File: src/hdl/plist_pkg.sv
// Shared types, widths and codes for the positional list engine.
`timescale 1ns / 1ps

package plist_pkg;

  // List geometry
  localparam int unsigned CAPACITY = 256;
  localparam int unsigned ADDR_W   = $clog2(CAPACITY);
  localparam int unsigned CNT_W    = $clog2(CAPACITY + 1);

  // Field widths
  localparam int unsigned ACT_W = 3;
  localparam int unsigned POS_W = 9;
  localparam int unsigned VAL_W = 32;
  localparam int unsigned LEN_W = 9;

  // Width wide enough to compare counts and positions without overflow
  localparam int unsigned CMP_W = ((CNT_W > POS_W) ? CNT_W : POS_W) + 1;

  typedef enum logic [ACT_W-1:0] {
    ACT_INSERT = 3'd0,
    ACT_DELETE = 3'd1,
    ACT_GET    = 3'd2,
    ACT_LOCATE = 3'd3,
    ACT_PRIOR  = 3'd4,
    ACT_NEXT   = 3'd5,
    ACT_CLEAR  = 3'd6,
    ACT_NOP    = 3'd7
  } act_t;

  typedef enum logic [1:0] {
    ST_OK       = 2'd0,
    ST_BADPOS   = 2'd1,
    ST_FULL     = 2'd2,
    ST_NOTFOUND = 2'd3
  } status_t;

  typedef enum logic [3:0] {
    S_IDLE,
    S_DECIDE,
    S_INS_SHIFT,
    S_INS_PUT,
    S_DEL_READ,
    S_DEL_TAKE,
    S_DEL_SHIFT,
    S_GET_READ,
    S_GET_TAKE,
    S_SCAN,
    S_NEXT_TAKE,
    S_DONE
  } state_t;

  // Commands from the controller to the datapath
  typedef struct packed {
    logic    load_req;     // latch the request item
    logic    idx_load_cnt; // idx <= count
    logic    idx_load_pos; // idx <= position - 1
    logic    idx_clr;      // idx <= 0
    logic    idx_inc;
    logic    idx_dec;
    logic    rd_en;        // issue a memory read
    logic    up;           // 1: read idx-1, write idx; 0: read idx, write idx-1
    logic    pend_set;     // write the read data back in the next cycle
    logic    scan_rd;      // the read feeds the search compare
    logic    put_val;      // write the request value at idx
    logic    take_rval;    // result value <= read data
    logic    take_prev;    // result value <= previous compared entry
    logic    take_fpos;    // found position <= compared index + 1
    logic    set_status;
    status_t status;
    logic    cnt_inc;
    logic    cnt_dec;
    logic    cnt_clr;
    logic    out_load;     // move the result into the output register
  } cmd_t;

  // Status from the datapath to the controller
  typedef struct packed {
    act_t act;
    logic ins_pos_ok;
    logic full;
    logic rd_pos_ok;
    logic idx_ge_pos;
    logic idx_lt_cnt;
    logic hit;
    logic cmp_vld;
  } stat_t;

endpackage

File: src/hdl/plist_ctrl.sv
// Controller: state machine that sequences each request over the datapath.
`timescale 1ns / 1ps

module plist_ctrl (
  input  logic             clk,
  input  logic             rst,
  input  logic             req_valid,
  output logic             req_ready,
  output logic             rsp_valid,
  input  logic             rsp_ready,
  input  plist_pkg::stat_t stat,
  output plist_pkg::cmd_t  cmd
);

  plist_pkg::state_t state;
  plist_pkg::state_t state_next;
  logic              rsp_valid_next;

  // State and response flag registers
  always_ff @(posedge clk) begin
    if (rst) begin
      state     <= plist_pkg::S_IDLE;
      rsp_valid <= 1'b0;
    end else begin
      state     <= state_next;
      rsp_valid <= rsp_valid_next;
    end
  end

  // Next state and commands
  always_comb begin
    state_next = state;
    cmd        = '0;
    req_ready  = 1'b0;

    unique case (state)
      plist_pkg::S_IDLE: begin
        req_ready = 1'b1;
        if (req_valid) begin
          cmd.load_req = 1'b1;
          state_next   = plist_pkg::S_DECIDE;
        end
      end

      // Check the position and pick the walk
      plist_pkg::S_DECIDE: begin
        state_next = plist_pkg::S_DONE;
        unique case (stat.act)
          plist_pkg::ACT_INSERT: begin
            if (!stat.ins_pos_ok) begin
              cmd.set_status = 1'b1;
              cmd.status     = plist_pkg::ST_BADPOS;
            end else if (stat.full) begin
              cmd.set_status = 1'b1;
              cmd.status     = plist_pkg::ST_FULL;
            end else begin
              cmd.idx_load_cnt = 1'b1;
              state_next       = plist_pkg::S_INS_SHIFT;
            end
          end
          plist_pkg::ACT_DELETE, plist_pkg::ACT_GET: begin
            if (!stat.rd_pos_ok) begin
              cmd.set_status = 1'b1;
              cmd.status     = plist_pkg::ST_BADPOS;
            end else begin
              cmd.idx_load_pos = 1'b1;
              state_next       = (stat.act == plist_pkg::ACT_DELETE) ?
                                 plist_pkg::S_DEL_READ : plist_pkg::S_GET_READ;
            end
          end
          plist_pkg::ACT_LOCATE, plist_pkg::ACT_PRIOR, plist_pkg::ACT_NEXT: begin
            cmd.idx_clr    = 1'b1;
            cmd.set_status = 1'b1;
            cmd.status     = plist_pkg::ST_NOTFOUND;
            state_next     = plist_pkg::S_SCAN;
          end
          plist_pkg::ACT_CLEAR: begin
            cmd.cnt_clr = 1'b1;
          end
          default: begin
          end
        endcase
      end

      // Move entries up from the tail down to the insert position
      plist_pkg::S_INS_SHIFT: begin
        if (stat.idx_ge_pos) begin
          cmd.rd_en    = 1'b1;
          cmd.up       = 1'b1;
          cmd.pend_set = 1'b1;
          cmd.idx_dec  = 1'b1;
        end else begin
          state_next = plist_pkg::S_INS_PUT;
        end
      end

      plist_pkg::S_INS_PUT: begin
        cmd.put_val = 1'b1;
        cmd.cnt_inc = 1'b1;
        state_next  = plist_pkg::S_DONE;
      end

      // Read the entry to be removed
      plist_pkg::S_DEL_READ: begin
        cmd.rd_en   = 1'b1;
        cmd.idx_inc = 1'b1;
        state_next  = plist_pkg::S_DEL_TAKE;
      end

      plist_pkg::S_DEL_TAKE: begin
        cmd.take_rval = 1'b1;
        state_next    = plist_pkg::S_DEL_SHIFT;
      end

      // Move later entries down by one
      plist_pkg::S_DEL_SHIFT: begin
        if (stat.idx_lt_cnt) begin
          cmd.rd_en    = 1'b1;
          cmd.pend_set = 1'b1;
          cmd.idx_inc  = 1'b1;
        end else begin
          cmd.cnt_dec = 1'b1;
          state_next  = plist_pkg::S_DONE;
        end
      end

      plist_pkg::S_GET_READ: begin
        cmd.rd_en  = 1'b1;
        state_next = plist_pkg::S_GET_TAKE;
      end

      plist_pkg::S_GET_TAKE: begin
        cmd.take_rval = 1'b1;
        state_next    = plist_pkg::S_DONE;
      end

      // Stream entries through the compare; stop at the first hit
      plist_pkg::S_SCAN: begin
        if (stat.idx_lt_cnt) begin
          cmd.rd_en   = 1'b1;
          cmd.scan_rd = 1'b1;
          cmd.idx_inc = 1'b1;
        end
        if (stat.hit) begin
          cmd.set_status = 1'b1;
          cmd.status     = plist_pkg::ST_OK;
          cmd.take_fpos  = (stat.act == plist_pkg::ACT_LOCATE);
          cmd.take_prev  = (stat.act == plist_pkg::ACT_PRIOR);
          state_next     = (stat.act == plist_pkg::ACT_NEXT) ?
                           plist_pkg::S_NEXT_TAKE : plist_pkg::S_DONE;
        end else if (!stat.idx_lt_cnt && !stat.cmp_vld) begin
          state_next = plist_pkg::S_DONE;
        end
      end

      // The entry after the hit was read during the hit cycle
      plist_pkg::S_NEXT_TAKE: begin
        cmd.take_rval = 1'b1;
        state_next    = plist_pkg::S_DONE;
      end

      // Hand the result to the output register once it is free
      plist_pkg::S_DONE: begin
        if (!rsp_valid || rsp_ready) begin
          cmd.out_load = 1'b1;
          state_next   = plist_pkg::S_IDLE;
        end
      end

      default: begin
        state_next = plist_pkg::S_IDLE;
      end
    endcase

    priority if (cmd.out_load) begin
      rsp_valid_next = 1'b1;
    end else if (rsp_ready) begin
      rsp_valid_next = 1'b0;
    end else begin
      rsp_valid_next = rsp_valid;
    end
  end

endmodule

File: config.mk
export PLATFORM = sky130hd
export DESIGN_NAME = plist_ctrl
export DESIGN_NICKNAME = d
export VERILOG_FILES = /design/src/hdl/plist_pkg.sv /design/src/hdl/plist_ctrl.sv
export SDC_FILE = /design/constraint.sdc
export NUM_CORES = 1
export LEC_CHECK = 0
export ABC_AREA = 0
export BUFFER_PORTS_ARGS = -buffer_cell sky130_fd_sc_hd__buf_2
export CAP_MARGIN = 40
export CORE_ASPECT_RATIO = 1.1
export CORE_MARGIN = 1.5
export CORE_UTILIZATION = 40
export DETAILED_ROUTE_END_ITERATION = 6
export GPL_TIMING_DRIVEN = 0
export PLACE_DENSITY = 0.68
export SETUP_SLACK_MARGIN = 0.05
export SYNTH_ARGS = -nofsm -noshare
export SYNTH_HDL_FRONTEND = slang
export SYNTH_SLANG_ARGS = --single-unit
File: constraint.sdc
create_clock -name clk -period 2.3 [get_ports clk]
set_clock_uncertainty 0.2 [all_clocks]
set_input_delay 0.23 -clock clk [delete_from_list [all_inputs] [get_ports clk]]
set_output_delay 0.23 -clock clk [all_outputs]
set_load 0.02 [all_outputs]
* After elaboration in Yosys (flattened, before gate mapping) *
Cells that the tools add are included.
Widths: inputs -> output; s select.

storage, ports and cells
  register bits = 5
  input port bits = 14

cells by class
  eq/ne operators = 22
  mux-type cells = 48
  reductions and logical operators = 15

operators by type and width
  cell                count
  $mux 4              10
  $pmux 4 s10         1
  $mux 1              24
  $eq 4x3->1 const B  4
  $eq 4x4->1 const B  4
  $mux 3              4
  $pmux 4 s3          1
  $eq 3x3->1 const B  3
  $pmux 3 s3          1
  $reduce_or 3->1     3
  $eq 4x2->1 const B  2
  $ne 2x2->1 const B  4
  $eq 3x2->1 const B  2
  $pmux 3 s2          1
  $reduce_or 2->1     3
  $mux 5              1
  $reduce_and 5->1    1
  $eq 4x1->1 const B  1
  $logic_not 4->1     1
  $mux 2              2
  $pmux 1 s2          2
  $eq 3x1->1 const B  1
  $logic_not 1->1     3
  $logic_not 3->1     1
  other kinds (5)     5

* Depth between registers and ports, before layout *
  depth in word-level cells = 5
  gate-level depth with buffers = 5

* Worst setup path before layout *
Ideal clock, no wire load.

  path kind = reg2reg
  from = register state[1]
  to = register state[1]
  arrival time = 1.629 ns
  data required time = 1.971 ns
  slack = 0.342 ns
  cell stages (with the launch flop) = 5
  clock period less this slack = 1.958 ns
  cell sequence = dfxtp_1 nor4_1 nor2b_1 or3_4 o32ai_2

on the way
  cells in the longest elaborated chain, start to end = 3
  elaborated cells between the ends (all ways) = 20
  classes of those cells = 16 x eq/ne; 1 x mux; 3 x reduce/logical

RTL lines
  element                                                   line              text
  start: declaration                                        plist_ctrl.sv:15  plist_pkg::state_t state;
  start signal: assignment                                  plist_ctrl.sv:22  state <= plist_pkg::S_IDLE;
  start signal: assignment                                  plist_ctrl.sv:25  state <= state_next;
  $eq 4x4->1 (tied with other cells)                        plist_ctrl.sv:36  unique case (state)
  $reduce_or 3->1 (no source line) (tied with other cells)  --
  $pmux 4 s10 or $reduce_and 5->1 (tied branches)           --

Several ways; a longest one is shown, not always the timed one.
A chain may end at the register's enable or synchronous reset.

==> reports/metrics.yaml <==
status: "complete, no violations"
slowest_stage: "or4b_4"
area_growth_pct: 30.32
ys.flop_type: "dfxtp_1"
dr.first_iter.drc_count: 8
final_layout_size_suffix_gt1_frac: 0.3846
max_freq_mhz: 467.9
die-area_sq_um: 2136
yosys.cell_types.count: 45
pre_cts_ws_ps: 402.3
ios: 37
cp-start-kind: "flop"
syn_nets: 119
critical_path.cell_chain: "buf_6, or4b_4, nor4b_4, buf_2"
drc: 0
cts_root_buf: "clkbuf_4"
core_area_sq_um: 1762
clock_latency_ps: 240
post_cts_buffers: 0
grt_pass1_vias: 788
globalRouteOverflowTotal: 0
diodes: 0
power.total_mw: 1.016
path_delay_family: "simple AND/OR/NAND/NOR gates"
syn_avg_cell_area_sq_um: 7.114
viasPerCell: 5.708
max_slew.worst_pin.slew_ps: 530.8
holdWs_ps: 3.389
rows: 16
p_leak_nw: 0.4719
vias: 919
numPortBuffers: 34
endpoint_kind: "output pin"
syn_inst: 105
first_pass_iters: 4
post_drt_wl_per_cell_um: 12.42
clk_path_buf_depth: 2
critical_path.max_fanout: 10
synth_seq_cells: 5
htreeDepth: 1
fill_cells: 192
setup_viol: 0
hold_violations: 0
clock_sinks: 5
die_y_um: 48.32
grt_max_degree: 11
die_w_um: 44.20
cap_violations: 0
period_share: 0.9292
period_minus_slack_ps: 2137
grt_usage: 0.1964
slew_viol_final: 0
final_antenna_net_count: 0
synth_edf_count: 0
setup-tns-final_ps: 0
tritoncts: "yes"
clk_pin_slew_ps: 40
multi_input_area_sq_um: 566.8
cts_made_buffers: 3
finalWorstSetupSlack_ps: 162.9
dp_cells: 157
initial_core_util: 0.4240
path_class: "flop to output pin"
hp-class: "input pin to flop"
relSlewSlack: 0.6415
grt_pass1_wl_um: 3305
wirelength_um: 1999
yosysSeqAreaShare: 0.1340
ir_worst_vdd_mv: 0.6249
instances_no_fill: 161
crit_required_ps: 1870
ys_warn_count: 0
async_reset_ff_frac: 0
synthesis.area_sq_um: 747.0
antenna_found_initial: 0
dp_hpwl_um: 1639
fin_nets: 158
seq_area_sq_um: 100.1
worstPathArrival_ps: 1710
cpPeakStageDelay_ps: 510
worst-path-buf-inv: 2
gp_congestion: 0.8419
rsz0062_at_grt: "false"
p_per_area_nw_per_um2: 1043
layout by cell type, fill, tap and decap left out, types with 2 or more instances in the layout:
master / Yosys / layout
a21o_1: 3 / 3
a21oi_1: 5 / 5
a31oi_1: 2 / 2
and2_1: 2 / 2
buf_2: 3 / 37
buf_4: 4 / 4
clkbuf_1: 2 / 2
clkbuf_4: 0 / 3
dfxtp_1: 5 / 5
inv_1: 4 / 4
inv_2: 2 / 2
nand2_1: 11 / 11
nand2b_1: 5 / 5
nand3_1: 2 / 2
nor2_1: 9 / 9
nor2b_1: 3 / 3
nor3_1: 5 / 5
nor4_1: 2 / 2
o21a_1: 2 / 2
o21ai_0: 5 / 5
o21ai_1: 2 / 2
o31ai_1: 2 / 2
o32ai_2: 2 / 2
state kept, by name, summed over array words and instances, names as in the netlist:
name / cells
state: 4
rsp_valid: 1
worst register-to-register path, stage by stage, from the launching register on:
cell       delay, ps
dfxtp_1          430
buf_2            270
nor4bb_2          80
o21a_1           110
a2111oi_0        470
o31ai_1          150
stage by stage:
stage                     instance area [sq um]  utilization
after floorplan                           747.0            -
after global placement                    939.7       0.5334
after detailed placement                  939.7       0.5334
after CTS                                 965.9       0.5483
after global routing                      973.4       0.5526
final                                     973.4       0.5526
final timing paths:
path,slack [ps],from,cells past startpoint,to
hold reg to reg,340,rsp_valid,2,rsp_valid
setup reg to reg,450,state[2],5,state[0]
hold / removal,3,rst,2,rsp_valid
setup / recovery,160,state[0],4,cmd[18]
per-layer routing:
| layer | track usage | vias to the layer above | wire, um |
|---|---|---|---|
| li1 | - | 464 | - |
| met1 | 0.2391 | 412 | 885 |
| met2 | 0.3554 | 40 | 971 |
| met3 | 0.01119 | 3 | 119 |
| met4 | 0.06061 | 0 | 23 |
| met5 | 0 | - | 0 |
cell usage after synthesis (3+ instances only):
library cell,n,share of area
nor3_1,5,0.033
nor2b_1,3,0.025
inv_1,4,0.020
buf_2,3,0.020
nand2_1,11,0.055
a21o_1,3,0.030
nor2_1,9,0.045
dfxtp_1,5,0.13
nand2b_1,5,0.042
o21ai_0,5,0.033
buf_4,4,0.040
a21oi_1,5,0.033
final cells by class:
| type | count | share of cell area |
|---|---|---|
| clock buffers | 4 | 0.02699 |
| inverters | 6 | 0.02314 |
| multi-input cells | 84 | 0.5823 |
| flip-flops and latches | 5 | 0.1028 |
| plain buffers | 10 | 0.06684 |
| well taps | 18 | 0.02314 |
| repair buffers | 34 | 0.1748 |
power by group:
part | leakage (nW) | switching (mW) | internal, mW | total (mW)
Sequential | 0.0411 | 0.0391 | 0.116 | 0.155
Combinational | 0.416 | 0.455 | 0.304 | 0.759
Clock | 0.0150 | 0.0361 | 0.0656 | 0.102
Total | 0.472 | 0.530 | 0.485 | 1.02
kinds of logic after synthesis:
group,share of synthesized area
xor+xnor,0.01173
flops,0.1340
buf+inv,0.1156
simple gates,0.4037
compound gates,0.3216
mux,0.01340
timing repair:
| action | 4_1_cts | 5_1_grt |
|---|---|---|
| endpoints found under the setup margin | 0 | 2 |
| resized for setup | 0 | 3 |
| hold buffers | 0 | 0 |
| endpoints found under the hold margin | 0 | 0 |
Power figures use the tool's default switching activity.
